## src/sv/wwm_pkg.sv

```systemverilog
// ----------------------------------------------------------------------------
// Wildcard word matcher package
// Shared constants, types and character helpers of the matcher.
// ----------------------------------------------------------------------------
`default_nettype none

package wwm_pkg;

    localparam int MAX_PATTERN = 16;
    localparam int POS_W       = $clog2(MAX_PATTERN + 1);
    localparam int IDX_W       = $clog2(MAX_PATTERN);
    localparam int CFG_IDX_W   = 2;
    localparam int CFG_DATA_W  = 64;

    localparam logic [CFG_IDX_W-1:0] REG_PAT_LOW  = 2'd0;
    localparam logic [CFG_IDX_W-1:0] REG_PAT_HIGH = 2'd1;
    localparam logic [CFG_IDX_W-1:0] REG_PAT_LEN  = 2'd2;

    localparam logic [7:0] CHAR_STAR    = 8'h2A;
    localparam logic [7:0] CHAR_QMARK   = 8'h3F;
    localparam logic [7:0] CHAR_UPPER_A = 8'h41;
    localparam logic [7:0] CHAR_UPPER_Z = 8'h5A;
    localparam logic [7:0] CHAR_LOWER_A = 8'h61;
    localparam logic [7:0] CHAR_LOWER_Z = 8'h7A;
    localparam logic [7:0] CASE_OFFSET  = 8'h20;

    typedef enum logic [1:0] {
        DEC_UNDECIDED,
        DEC_MATCH,
        DEC_NOMATCH
    } dec_t;

    typedef struct packed {
        logic accept;
        logic start;
        logic step;
        logic emit;
    } cmd_t;

    typedef struct packed {
        logic start_needed;
        logic word_active;
        logic step_continue;
        logic item_end;
    } status_t;

    function automatic logic is_letter(input logic [7:0] c);
        return ((c >= CHAR_UPPER_A) && (c <= CHAR_UPPER_Z)) ||
               ((c >= CHAR_LOWER_A) && (c <= CHAR_LOWER_Z));
    endfunction

    function automatic logic [7:0] fold(input logic [7:0] c);
        return ((c >= CHAR_UPPER_A) && (c <= CHAR_UPPER_Z)) ? (c + CASE_OFFSET) : c;
    endfunction

endpackage

`default_nettype wire

```

## src/sv/wwm_ctrl.sv

```systemverilog
// ----------------------------------------------------------------------------
// Wildcard word matcher controller
// Sequences acceptance, pattern steps and result delivery for each item.
// ----------------------------------------------------------------------------
`default_nettype none

module wwm_ctrl import wwm_pkg::*; (
    input  logic    aclk,
    input  logic    aresetn,
    input  logic    s_valid,
    input  logic    s_last,
    input  logic    m_ready,
    input  status_t status,
    output cmd_t    cmd,
    output logic    s_ready,
    output logic    m_valid
);

    typedef enum logic [1:0] {
        ST_IDLE,
        ST_STEP,
        ST_EMIT
    } state_t;

    state_t state_reg, state_next;
    logic   m_valid_reg, m_valid_next;

    always_comb begin
        cmd          = '0;
        state_next   = state_reg;
        m_valid_next = m_valid_reg && !m_ready;
        unique case (state_reg)
            ST_IDLE: begin
                if (s_valid) begin
                    cmd.accept = 1'b1;
                    if (status.start_needed) begin
                        cmd.start  = 1'b1;
                        state_next = ST_STEP;
                    end else if (status.word_active) begin
                        state_next = ST_STEP;
                    end else if (s_last) begin
                        state_next = ST_EMIT;
                    end
                end
            end
            ST_STEP: begin
                cmd.step = 1'b1;
                if (!status.step_continue) begin
                    state_next = status.item_end ? ST_EMIT : ST_IDLE;
                end
            end
            ST_EMIT: begin
                if (!m_valid_reg || m_ready) begin
                    cmd.emit     = 1'b1;
                    m_valid_next = 1'b1;
                    state_next   = ST_IDLE;
                end
            end
            default: begin
                state_next = ST_IDLE;
            end
        endcase
    end

    always_ff @(posedge aclk) begin
        if (!aresetn) begin
            state_reg   <= ST_IDLE;
            m_valid_reg <= 1'b0;
        end else begin
            state_reg   <= state_next;
            m_valid_reg <= m_valid_next;
        end
    end

    assign s_ready = (state_reg == ST_IDLE);
    assign m_valid = m_valid_reg;

endmodule

`default_nettype wire

```

## src/sv/wwm_datapath.sv

```systemverilog
// ----------------------------------------------------------------------------
// Wildcard word matcher datapath
// Configuration registers, pattern snapshot with normalisation, one pattern
// step per command, and the result register.
// ----------------------------------------------------------------------------
`default_nettype none

module wwm_datapath import wwm_pkg::*; (
    input  logic                  aclk,
    input  logic                  aresetn,
    input  logic                  cfg_wr_en,
    input  logic [CFG_IDX_W-1:0]  cfg_wr_index,
    input  logic [CFG_DATA_W-1:0] cfg_wr_data,
    input  logic [7:0]            in_char,
    input  logic                  in_end,
    input  cmd_t                  cmd,
    output status_t               status,
    output logic [7:0]            out_data
);

    logic [CFG_DATA_W-1:0] pat_low_reg;
    logic [CFG_DATA_W-1:0] pat_high_reg;
    logic [4:0]            pat_len_reg;

    logic [7:0]       raw     [MAX_PATTERN];
    logic [7:0]       norm    [MAX_PATTERN];
    logic [MAX_PATTERN-1:0] pair;
    logic [MAX_PATTERN-1:0] star_bits;
    logic [POS_W-1:0] snap_len;
    logic [POS_W-1:0] snap_target;
    logic [2*CFG_DATA_W-1:0] cfg_word;

    logic [7:0]       pat_reg [MAX_PATTERN];
    logic [POS_W-1:0] len_reg, target_reg;
    logic [POS_W-1:0] pos_reg, cnt_reg, star_cnt_reg, pos_after_reg;
    logic             star_seen_reg, cap_pend_reg, letter_reg;
    logic [7:0]       char_after_reg, char_reg;
    logic             end_reg, out_reg;
    dec_t             dec_reg;

    logic             in_range, lit_hit, star_hit, after_hit, result;
    logic [7:0]       p, ca;
    logic [POS_W-1:0] pos_inc;

    assign cfg_word = {pat_high_reg, pat_low_reg};
    assign snap_len = (pat_len_reg > 5'(MAX_PATTERN)) ? POS_W'(MAX_PATTERN)
                                                      : POS_W'(pat_len_reg);

    // A "*?" pair never overlaps another, so every pair is rewritten in parallel.
    always_comb begin
        for (int k = 0; k < MAX_PATTERN; k++) begin
            raw[k]       = cfg_word[k*8 +: 8];
            star_bits[k] = (POS_W'(k) < snap_len) && (raw[k] == CHAR_STAR);
        end
        for (int k = 0; k < MAX_PATTERN; k++) begin
            if (k < MAX_PATTERN - 1) begin
                pair[k] = (POS_W'(k + 1) < snap_len) && (raw[k] == CHAR_STAR) &&
                          (raw[k+1] == CHAR_QMARK);
            end else begin
                pair[k] = 1'b0;
            end
        end
        for (int k = 0; k < MAX_PATTERN; k++) begin
            if (pair[k]) begin
                norm[k] = CHAR_QMARK;
            end else if ((k > 0) && pair[(k > 0) ? k - 1 : 0]) begin
                norm[k] = CHAR_STAR;
            end else begin
                norm[k] = raw[k];
            end
        end
    end

    assign snap_target = snap_len - POS_W'($countones(star_bits));

    assign in_range  = (pos_reg < len_reg);
    assign p         = pat_reg[pos_reg[IDX_W-1:0]];
    assign ca        = cap_pend_reg ? p : char_after_reg;
    assign lit_hit   = in_range && ((fold(p) == fold(char_reg)) || (p == CHAR_QMARK));
    assign star_hit  = in_range && !lit_hit && (p == CHAR_STAR);
    assign after_hit = (fold(char_reg) == fold(ca));
    assign pos_inc   = pos_reg + 1'b1;
    assign result    = letter_reg && ((dec_reg == DEC_MATCH) ||
                       ((dec_reg == DEC_UNDECIDED) && (cnt_reg == target_reg)));

    always_ff @(posedge aclk) begin
        if (!aresetn) begin
            pat_low_reg    <= '0;
            pat_high_reg   <= '0;
            pat_len_reg    <= '0;
            len_reg        <= '0;
            target_reg     <= '0;
            pos_reg        <= '0;
            cnt_reg        <= '0;
            star_cnt_reg   <= '0;
            pos_after_reg  <= '0;
            star_seen_reg  <= 1'b0;
            cap_pend_reg   <= 1'b0;
            letter_reg     <= 1'b0;
            char_after_reg <= '0;
            dec_reg        <= DEC_UNDECIDED;
        end else begin
            if (cfg_wr_en) begin
                unique case (cfg_wr_index)
                    REG_PAT_LOW:  pat_low_reg  <= cfg_wr_data;
                    REG_PAT_HIGH: pat_high_reg <= cfg_wr_data;
                    REG_PAT_LEN:  pat_len_reg  <= cfg_wr_data[4:0];
                    default: begin
                    end
                endcase
            end
            if (cmd.start) begin
                pat_reg    <= norm;
                len_reg    <= snap_len;
                target_reg <= snap_target;
                letter_reg <= 1'b1;
            end
            if (cmd.step) begin
                if (cap_pend_reg) begin
                    char_after_reg <= p;
                end
                cap_pend_reg <= star_hit;
                if (lit_hit) begin
                    pos_reg <= pos_inc;
                    cnt_reg <= cnt_reg + 1'b1;
                end else if (star_hit) begin
                    pos_reg       <= pos_inc;
                    pos_after_reg <= pos_inc;
                    star_cnt_reg  <= cnt_reg;
                    star_seen_reg <= 1'b1;
                    if (pos_inc == len_reg) begin
                        dec_reg <= DEC_MATCH;
                    end
                end else if (star_seen_reg) begin
                    if (after_hit) begin
                        cnt_reg <= star_cnt_reg + 1'b1;
                        pos_reg <= pos_after_reg + 1'b1;
                    end else begin
                        cnt_reg <= star_cnt_reg;
                        pos_reg <= pos_after_reg;
                    end
                end else begin
                    dec_reg <= DEC_NOMATCH;
                end
            end
            if (cmd.emit) begin
                pos_reg        <= '0;
                cnt_reg        <= '0;
                star_cnt_reg   <= '0;
                pos_after_reg  <= '0;
                star_seen_reg  <= 1'b0;
                cap_pend_reg   <= 1'b0;
                letter_reg     <= 1'b0;
                char_after_reg <= '0;
                dec_reg        <= DEC_UNDECIDED;
            end
        end
    end

    always_ff @(posedge aclk) begin
        if (cmd.accept) begin
            char_reg <= in_char;
            end_reg  <= in_end;
        end
        if (cmd.emit) begin
            out_reg <= result;
        end
    end

    assign status.start_needed  = !letter_reg && is_letter(in_char);
    assign status.word_active   = letter_reg && (dec_reg == DEC_UNDECIDED);
    assign status.step_continue = star_hit && (pos_inc != len_reg);
    assign status.item_end      = end_reg;

    assign out_data = {7'd0, out_reg};

endmodule

`default_nettype wire

```

## src/sv/wildcard_word_matcher_top.sv

```systemverilog
// ----------------------------------------------------------------------------
// Wildcard word matcher, top level
// Matches streamed words against a configured pattern with '*' and '?'.
// ----------------------------------------------------------------------------
// The slave stream carries one character per item in s_tdata[7:0], with
// s_tlast high on the last character of a word. The master stream returns one
// item per word, on its last character, with the match flag in m_tdata[0].
// The pattern is loaded through the write port (index 0: characters 0 to 7,
// index 1: characters 8 to 15, index 2: length) while the block is idle; it
// is copied and normalised when the first letter of a word arrives.
// A character before the first letter, or after the word is decided, is
// taken without a pattern step, an ordinary character takes a pattern step,
// and each pattern star passed adds a further step. The last character of a
// word then passes through a delivery state before its result is valid.
// The result sits in an output register, so the following item is taken
// while it waits; when a second result is ready before the first is taken,
// input stalls until m_tready frees the register.
// Reset clears the configuration, the word state and the output valid flag.
// ----------------------------------------------------------------------------
`default_nettype none

module wildcard_word_matcher_top import wwm_pkg::*; (
    input  logic                  aclk,
    input  logic                  aresetn,
    input  logic                  s_tvalid,
    output logic                  s_tready,
    input  logic [7:0]            s_tdata,   // [7:0] word_char
    input  logic                  s_tlast,   // word_end
    output logic                  m_tvalid,
    input  logic                  m_tready,
    output logic [7:0]            m_tdata,   // [0] matched, [7:1] zero
    input  logic                  cfg_wr_en,
    input  logic [CFG_IDX_W-1:0]  cfg_wr_index,
    input  logic [CFG_DATA_W-1:0] cfg_wr_data
);

    cmd_t    cmd;
    status_t status;

    wwm_ctrl u_ctrl (
        .aclk    (aclk),
        .aresetn (aresetn),
        .s_valid (s_tvalid),
        .s_last  (s_tlast),
        .m_ready (m_tready),
        .status  (status),
        .cmd     (cmd),
        .s_ready (s_tready),
        .m_valid (m_tvalid)
    );

    wwm_datapath u_datapath (
        .aclk         (aclk),
        .aresetn      (aresetn),
        .cfg_wr_en    (cfg_wr_en),
        .cfg_wr_index (cfg_wr_index),
        .cfg_wr_data  (cfg_wr_data),
        .in_char      (s_tdata),
        .in_end       (s_tlast),
        .cmd          (cmd),
        .status       (status),
        .out_data     (m_tdata)
    );

endmodule

`default_nettype wire

```

## config.mk

```make
export PLATFORM = sky130hd
export DESIGN_NAME = wildcard_word_matcher_top
export DESIGN_NICKNAME = d
export VERILOG_FILES = /design/src/sv/wwm_pkg.sv /design/src/sv/wwm_ctrl.sv /design/src/sv/wwm_datapath.sv /design/src/sv/wildcard_word_matcher_top.sv
export SDC_FILE = /design/constraint.sdc
export NUM_CORES = 1
export LEC_CHECK = 0
export BUFFER_PORTS_ARGS = -buffer_cell sky130_fd_sc_hd__buf_2
export CAP_MARGIN = 20
export CORE_ASPECT_RATIO = 1.1
export CORE_MARGIN = 3
export CORE_UTILIZATION = 44
export DETAILED_ROUTE_END_ITERATION = 10
export PLACE_DENSITY = 0.71
export SETUP_SLACK_MARGIN = 0.5
export SYNTH_ARGS = -nofsm -noshare
export SYNTH_HDL_FRONTEND = slang
export SYNTH_SLANG_ARGS = --single-unit
```

## constraint.sdc

```tcl
create_clock -name aclk -period 8.1 [get_ports aclk]
set_clock_uncertainty 0.05 [all_clocks]
set_input_delay 2.43 -clock aclk [delete_from_list [all_inputs] [get_ports aclk]]
set_output_delay 2.43 -clock aclk [all_outputs]
set_load 0.01 [all_outputs]
```

Yosys cells after proc, flatten, opt, wreduce, memory -nomap -nowiden
Cells that the tools add are included.
Cells by class
  add/sub/neg operators: 23
  magnitude comparators: 29
  eq/ne operators: 50
  mux-type cells: 49
  bitwise logic cells: 3
  reduce and logical (&&, ||, !) cells: 97
Operators with widths (number)
  $eq A8 B6 Y1 const B: 33
  $mux W5: 23
  $logic_and A1 B1 Y1: 60
  $mux W8: 6
  $ge A8 B7 Y1 const B: 5
  $le A8 B7 Y1 const B: 5
  $lt A4 B5 Y1 const A: 8
  $add A5 B5 Y5: 7
  $bmux W8 S4: 1
  $reduce_or A2 Y1: 15
  $add A8 B6 Y8 const B: 3
  $mux W2: 12
  $add A5 B1 Y5 const B: 4
  $lt A3 B5 Y1 const A: 4
  $add A1 B1 Y2: 8
  $eq A8 B8 Y1: 2
  $eq A5 B5 Y1: 2
  $lt A1 B5 Y1 const A: 2
  $lt A2 B5 Y1 const A: 2
  $reduce_and A2 Y1: 5
  $ne A2 B2 Y1 const B: 4
  $reduce_and A4 Y1: 2
  $eq A2 B1 Y1 const B: 3
  $logic_not A2 Y1: 3
  other kinds (17): 32
Word-level totals
  register bits: 317
  bits of input ports: 80
  output and inout port bits: 10
  logic and storage cells: 300

Depth between registers and ports, before layout
  word-level depth: 16
  gate-level depth with buffers: 21
  gate-level depth less buffers: 20

Hierarchy
Synthesis repeated with hierarchy kept, for this count alone.
Second synthesis, totals
  cell total of the unflattened synthesis: 1529
  area total of the unflattened synthesis: 15357.2 um2
By module, submodules not included
  wwm_datapath: instances 1, cells an instance 1506, area an instance 15159.5 um2, sequential area each 7667.4 um2
  wwm_ctrl: instances 1, cells an instance 23, area an instance 197.7 um2, sequential area each 60.1 um2

Least setup slack after synthesis
Ideal clock, no wire load.
  path kind: in2reg
  start: in s_tdata[0]
  end: reg u_datapath.pat_reg[0] (netlist name), enable pin
  setup time: 503 ps
  data arrival time: 6020 ps
  required time: 7547 ps
  slack: 1527 ps
  stages: 4
  buffers on the path: 0
  cells stage by stage: a21oi_1 > o22ai_1 > nor4b_1 > and3_1
Between the ends
  longest elaborated chain between the ends: 8
  elaborated cells on any way between the ends: 12
  classes of those cells: order compare: 4; mux: 3; reduce/logical: 5
RTL lines
  start, declared: RTL line wildcard_word_matcher_top.sv:27  | input logic [7:0] s_tdata,
  $ge A8 B7 Y1 (tied with other cells): RTL line wwm_pkg.sv:48  | return ((c >= CHAR_UPPER_A) && (c <= CHAR_UPPER_Z)) ||
  $logic_and A1 B1 Y1 (on tied branches): RTL line wwm_pkg.sv:48, wwm_pkg.sv:49
  $logic_or A1 B1 Y1 (*): RTL line wwm_pkg.sv:48
  $logic_and A1 B1 Y1 (*): RTL line wwm_datapath.sv:170  | assign status.start_needed = !letter_reg && is_letter(in_char);
  $mux W1 (*): RTL line wwm_ctrl.sv:36  | if (status.start_needed) begin
  $mux W2 (*): RTL line wwm_ctrl.sv:34  | if (s_valid) begin
  $mux W2 (*): RTL line wwm_ctrl.sv:32  | unique case (state_reg)
  $reduce_and A2 Y1 (no line) (*)
  end signal, assigned: RTL line wwm_datapath.sv:113  | pat_reg <= norm;
  end, declared: RTL line wwm_datapath.sv:33  | logic [7:0] pat_reg [MAX_PATTERN];
Mark *: on every way between the ends. The rest lies on a longest branch, timed or not.
A chain may end at the register's enable or synchronous reset.

Final worst setup path
  start: reg u_datapath.pat_len_reg[4]
  end: reg u_datapath.target_reg[3]
Between the ends
  longest elaborated chain between the ends: 9
  elaborated cells on any way between the ends: 50
  classes of those cells: add/sub: 16; order compare: 17; mux: 1; reduce/logical: 16
RTL lines
  start, declared: RTL line wwm_datapath.sv:23  | logic [4:0] pat_len_reg;
  start signal, assigned: RTL line wwm_datapath.sv:107  | REG_PAT_LEN: pat_len_reg <= cfg_wr_data[4:0];
  $gt A5 B5 Y1: RTL line wwm_datapath.sv:46  | assign snap_len = (pat_len_reg > 5'(MAX_PATTERN)) ? POS_W'(MAX_PATTERN)
  $mux W5 (*): RTL line wwm_datapath.sv:46
  $lt A1 B5 Y1 (tied with other cells): RTL line wwm_datapath.sv:53  | star_bits[k] = (POS_W'(k) < snap_len) && (raw[k] == CHAR_STAR);
  $logic_and A1 B1 Y1: RTL line wwm_datapath.sv:53
  $add A1 B1 Y2 (not written as such): RTL line wwm_datapath.sv:74  | assign snap_target = snap_len - POS_W'($countones(star_bits));
  $add A5 B5 Y5 (not written as such) (3 in a row): RTL line wwm_datapath.sv:74
  $sub A5 B5 Y5 (*): RTL line wwm_datapath.sv:74
  end signal, assigned: RTL line wwm_datapath.sv:115  | target_reg <= snap_target;
  end, declared: RTL line wwm_datapath.sv:34  | logic [POS_W-1:0] len_reg, target_reg;
Marks and branches as above.

==> flow_metrics.env <==
export IMPL_outcome="finished clean"
export IMPL_antenna_diode_count=0
export IMPL_max_slew_margin_rel_pct=25.6
export IMPL_cts_hold_buffers_added=0
export IMPL_vdd_ir_drop_max_mv=0.170
export IMPL_routedWlPerCell_um=21.0
export IMPL_number_of_warnings_printed_during_yosys_synthesis=0
export IMPL_fin_cells=2010
export IMPL_pwr_density_cell_nw_per_um2=210
export IMPL_viasPerCell=5.74
export IMPL_worstReg2RegEnd="u_datapath.target_reg[3]"
export IMPL_tns_ns=0
export IMPL_timing_reg2reg_worst_path_depth=20
export IMPL_worst_ep_arrival_time_ns=5.86
export IMPL_rsz_0062_raised_after_global_routing="false"
export IMPL_min_period_over_period_pct=67.2
export IMPL_globalRouteTotalUtil_pct=22.4
export IMPL_timing_final_hold_violations=0
export IMPL_maxClockFrequency_mhz=184
export IMPL_netlist_area_um2=15500
export IMPL_pin_count_of_the_biggest_net_entering_global_routing=104
export IMPL_critical_path_slowest_cell="sky130_fd_sc_hd__dfxtp_1"
export IMPL_asyncSetResetFlopFracSynth_pct=0
export IMPL_path_clk_slew_ns=0.06
export IMPL_post_synth_edffs=138
export IMPL_grt_pass1_wl_um=65200
export IMPL_layout_area_overhead_vs_synth_pct=10.0
export IMPL_die_area_um2=37600
export IMPL_cts_root_buffer_cell="sky130_fd_sc_hd__clkbuf_16"
export IMPL_flip_flop_and_latch_count_after_synthesis=317
export IMPL_hold_path_startpoint="u_datapath.pat_high_reg[46]"
export IMPL_globalRoute_totalOverflow=0
export IMPL_postSynthAreaPerCell_um2=9.87
export IMPL_yosysSeqAreaShare_pct=49.7
export IMPL_commonest_cells_after_routing_fill_and_taps_aside="sky130_fd_sc_hd__nand2_1, sky130_fd_sc_hd__dfxtp_1, sky130_fd_sc_hd__edfxtp_1, sky130_fd_sc_hd__a21boi_0, sky130_fd_sc_hd__buf_2"
export IMPL_report_power_total_mw=3.59
export IMPL_crit_path_max_incr_delay_ns=0.70
export IMPL_count_of_clock_tree_sinks=317
export IMPL_ctsResizeCount=0
export IMPL_clk_path_buf_depth=3
export IMPL_hpwlAfterDp_um=30500
export IMPL_cts_inserted_buffers=36
export IMPL_max_slew_worst_pin_slew_ns=1.10
export IMPL_layout_core_utilization_pct=49.5
export IMPL_holdPathEnd="u_datapath.pat_reg[22]"
export IMPL_reg2reg_slack_ns=2.66
export IMPL_detail_route_first_pass_iterations=6
export IMPL_leading_cell_type_in_the_layout_fill_and_taps_excluded="sky130_fd_sc_hd__nand2_1"
export IMPL_rows=71
export IMPL_core_area_um2=34600
export IMPL_startpoint_type_of_the_worst_setup_path="register"
export IMPL_remaining_number_of_nets_flagged_by_the_antenna_check_after_routing=0
export IMPL_critical_path_required_ns=8.52
export IMPL_report_final_slew_viol_count=0
export IMPL_io_pins=90
export IMPL_start_util_pct=45.0
export IMPL_maxCapViolations=0
export IMPL_nets=1662
export IMPL_final_min_clock_period_ns=5.44
export IMPL_largest_register_ffs=128
export IMPL_synth_main_ff_cell="sky130_fd_sc_hd__dfxtp_1"
export IMPL_placement_io_buffers=82
export IMPL_cts_htree_levels=2
export IMPL_postCtsSetupBuffers=0
export IMPL_antenna_found_initial=0
export IMPL_dpl_cells=1943
export IMPL_worstSetupPathType="register to register"
export IMPL_detailedRoute_firstIterationViolations=1105
export IMPL_p_leak_nw=6.16
export IMPL_die_h_um=203
export IMPL_timing_critical_path_cells="or2_2 > nor2_1 > nor4_1 > nand2_1 > or4_1 > inv_1 > ha_1 > inv_1 > fa_1 > fa_1 > fa_1 > inv_1 > fa_1 > inv_1 > ha_1 > a21o_1 > a21oi_1 > xnor2_1 > mux2i_1 > nor2b_1"
export IMPL_detailroute_via_count=11500
export IMPL_worstHoldPathCells=0
export IMPL_final_layout_size_suffix_gt1_share_pct=13.5
export IMPL_detail_route_drc_violations=0
export IMPL_routabilityCongestion=0.969
export IMPL_ys_types=91
export IMPL_insertion_delay_ns=0.55
export IMPL_finalSetupViolations=0
export IMPL_number_of_global_route_vias_before_repair=11200
export IMPL_holdCritPathClass="register to register"
export IMPL_dieWidth_um=185
export IMPL_worstReg2RegStart="u_datapath.pat_len_reg[4]"
export IMPL_post_synth_inst_count=1576
export IMPL_critPathMaxFanout=17
export IMPL_totalWireLength_um=42200
export IMPL_cp_end_kind="register"
export IMPL_timing_hold_ws_ns=0.408
export IMPL_cts_tree="yes"
[cell usage after synthesis, types with 13 or more instances]
master / n / area share [%]
sky130_fd_sc_hd__nand2_1: 378 / 9.1
sky130_fd_sc_hd__inv_1: 39 / 0.94
sky130_fd_sc_hd__nor2_1: 66 / 1.6
sky130_fd_sc_hd__nand4_1: 17 / 0.68
sky130_fd_sc_hd__clkbuf_1: 142 / 3.4
sky130_fd_sc_hd__dfxtp_1: 179 / 23
sky130_fd_sc_hd__xnor2_1: 21 / 1.2
sky130_fd_sc_hd__mux4_2: 21 / 3.0
sky130_fd_sc_hd__mux2i_1: 39 / 2.5
sky130_fd_sc_hd__xor2_1: 17 / 0.96
sky130_fd_sc_hd__nor4_1: 14 / 0.56
sky130_fd_sc_hd__a21oi_1: 25 / 0.80
sky130_fd_sc_hd__nor2b_1: 18 / 0.72
sky130_fd_sc_hd__and2_1: 13 / 0.52
sky130_fd_sc_hd__nand3_1: 19 / 0.61
sky130_fd_sc_hd__a21boi_0: 129 / 6.2
sky130_fd_sc_hd__ha_1: 24 / 1.9
sky130_fd_sc_hd__or4_1: 26 / 1.3
sky130_fd_sc_hd__fa_1: 14 / 1.8
sky130_fd_sc_hd__edfxtp_1: 138 / 27
sky130_fd_sc_hd__nor3_1: 16 / 0.51
[routing by layer]
layer	track usage, %	up-vias	share of wire, %
met3	3.39	114	6.2
met4	8.36	0	4.2
met2	37.8	455	48
met5	0	-	0
met1	29.1	5586	41
li1	-	5378	-
[layout make-up]
| class | instances | area, um^2 |
|---|---|---|
| fillers | 3082 | 17400 |
| flip-flops and latches | 317 | 7730 |
| multi-input cells | 1052 | 6950 |
| clock buffers | 48 | 1010 |
| well taps | 438 | 548 |
| repair buffers | 95 | 508 |
| clock inverters | 18 | 206 |
| inverters | 42 | 158 |
[worst max path at each step]
stage	end	from	cells past startpoint	slack, ns
2_1_floorplan	u_datapath.pat_reg[0]	s_tdata[0]	4	1.53
3_3_place_gp	u_datapath.pat_reg[65]	s_tdata[0]	6	2.53
3_5_place_dp	u_datapath.pat_reg[6]	s_tdata[0]	6	2.53
4_1_cts	u_datapath.target_reg[3]	u_datapath.pat_len_reg[4]	20	2.69
5_1_grt	u_datapath.target_reg[3]	u_datapath.pat_len_reg[4]	20	2.43
6_report	u_datapath.target_reg[3]	u_datapath.pat_len_reg[4]	20	2.66
[through the flow]
stage / instance area, um^2 / worst slack [ns]
floorplan: 15600 / 1.53
global placement: 15900 / 2.53
detailed placement: 15900 / 2.53
CTS: 17100 / 2.69
global route: 17100 / 2.43
finish: 17100 / 2.66
[worst max-delay path, delay by kind of cell, from the launching register on]
kind,cells,cell delay (ns)
simple gates,6,1.35
buf+inv,4,0.25
mux,1,0.09
flops,1,0.70
xor+xnor,1,0.13
compound gates,2,0.33
fa+ha+maj,6,2.48
[power by group]
part / leakage, nW / internal, mW / switching [mW]
Combinational: 2.96 / 0.0703 / 0.114
Sequential: 2.60 / 1.71 / 0.0416
Clock: 0.597 / 0.959 / 0.695
[kinds of logic (layout without fill, tap and decap cells)]
kind of cell             Yosys count  count (layout)  share of synthesized area (%)
AND/OR/NAND/NOR                  629             629                           18.6
flip-flops                       317             317                           49.7
AO/OA/AOI/OAI                    263             263                           12.7
buffers and inverters            213             203                           5.82
multiplexers                      76              76                           7.15
XOR/XNOR                          39              39                           2.29
adder cells (fa/ha/maj)           38              38                           3.73
other                              1               7                         0.0241
(Power assumes the default switching activity.)
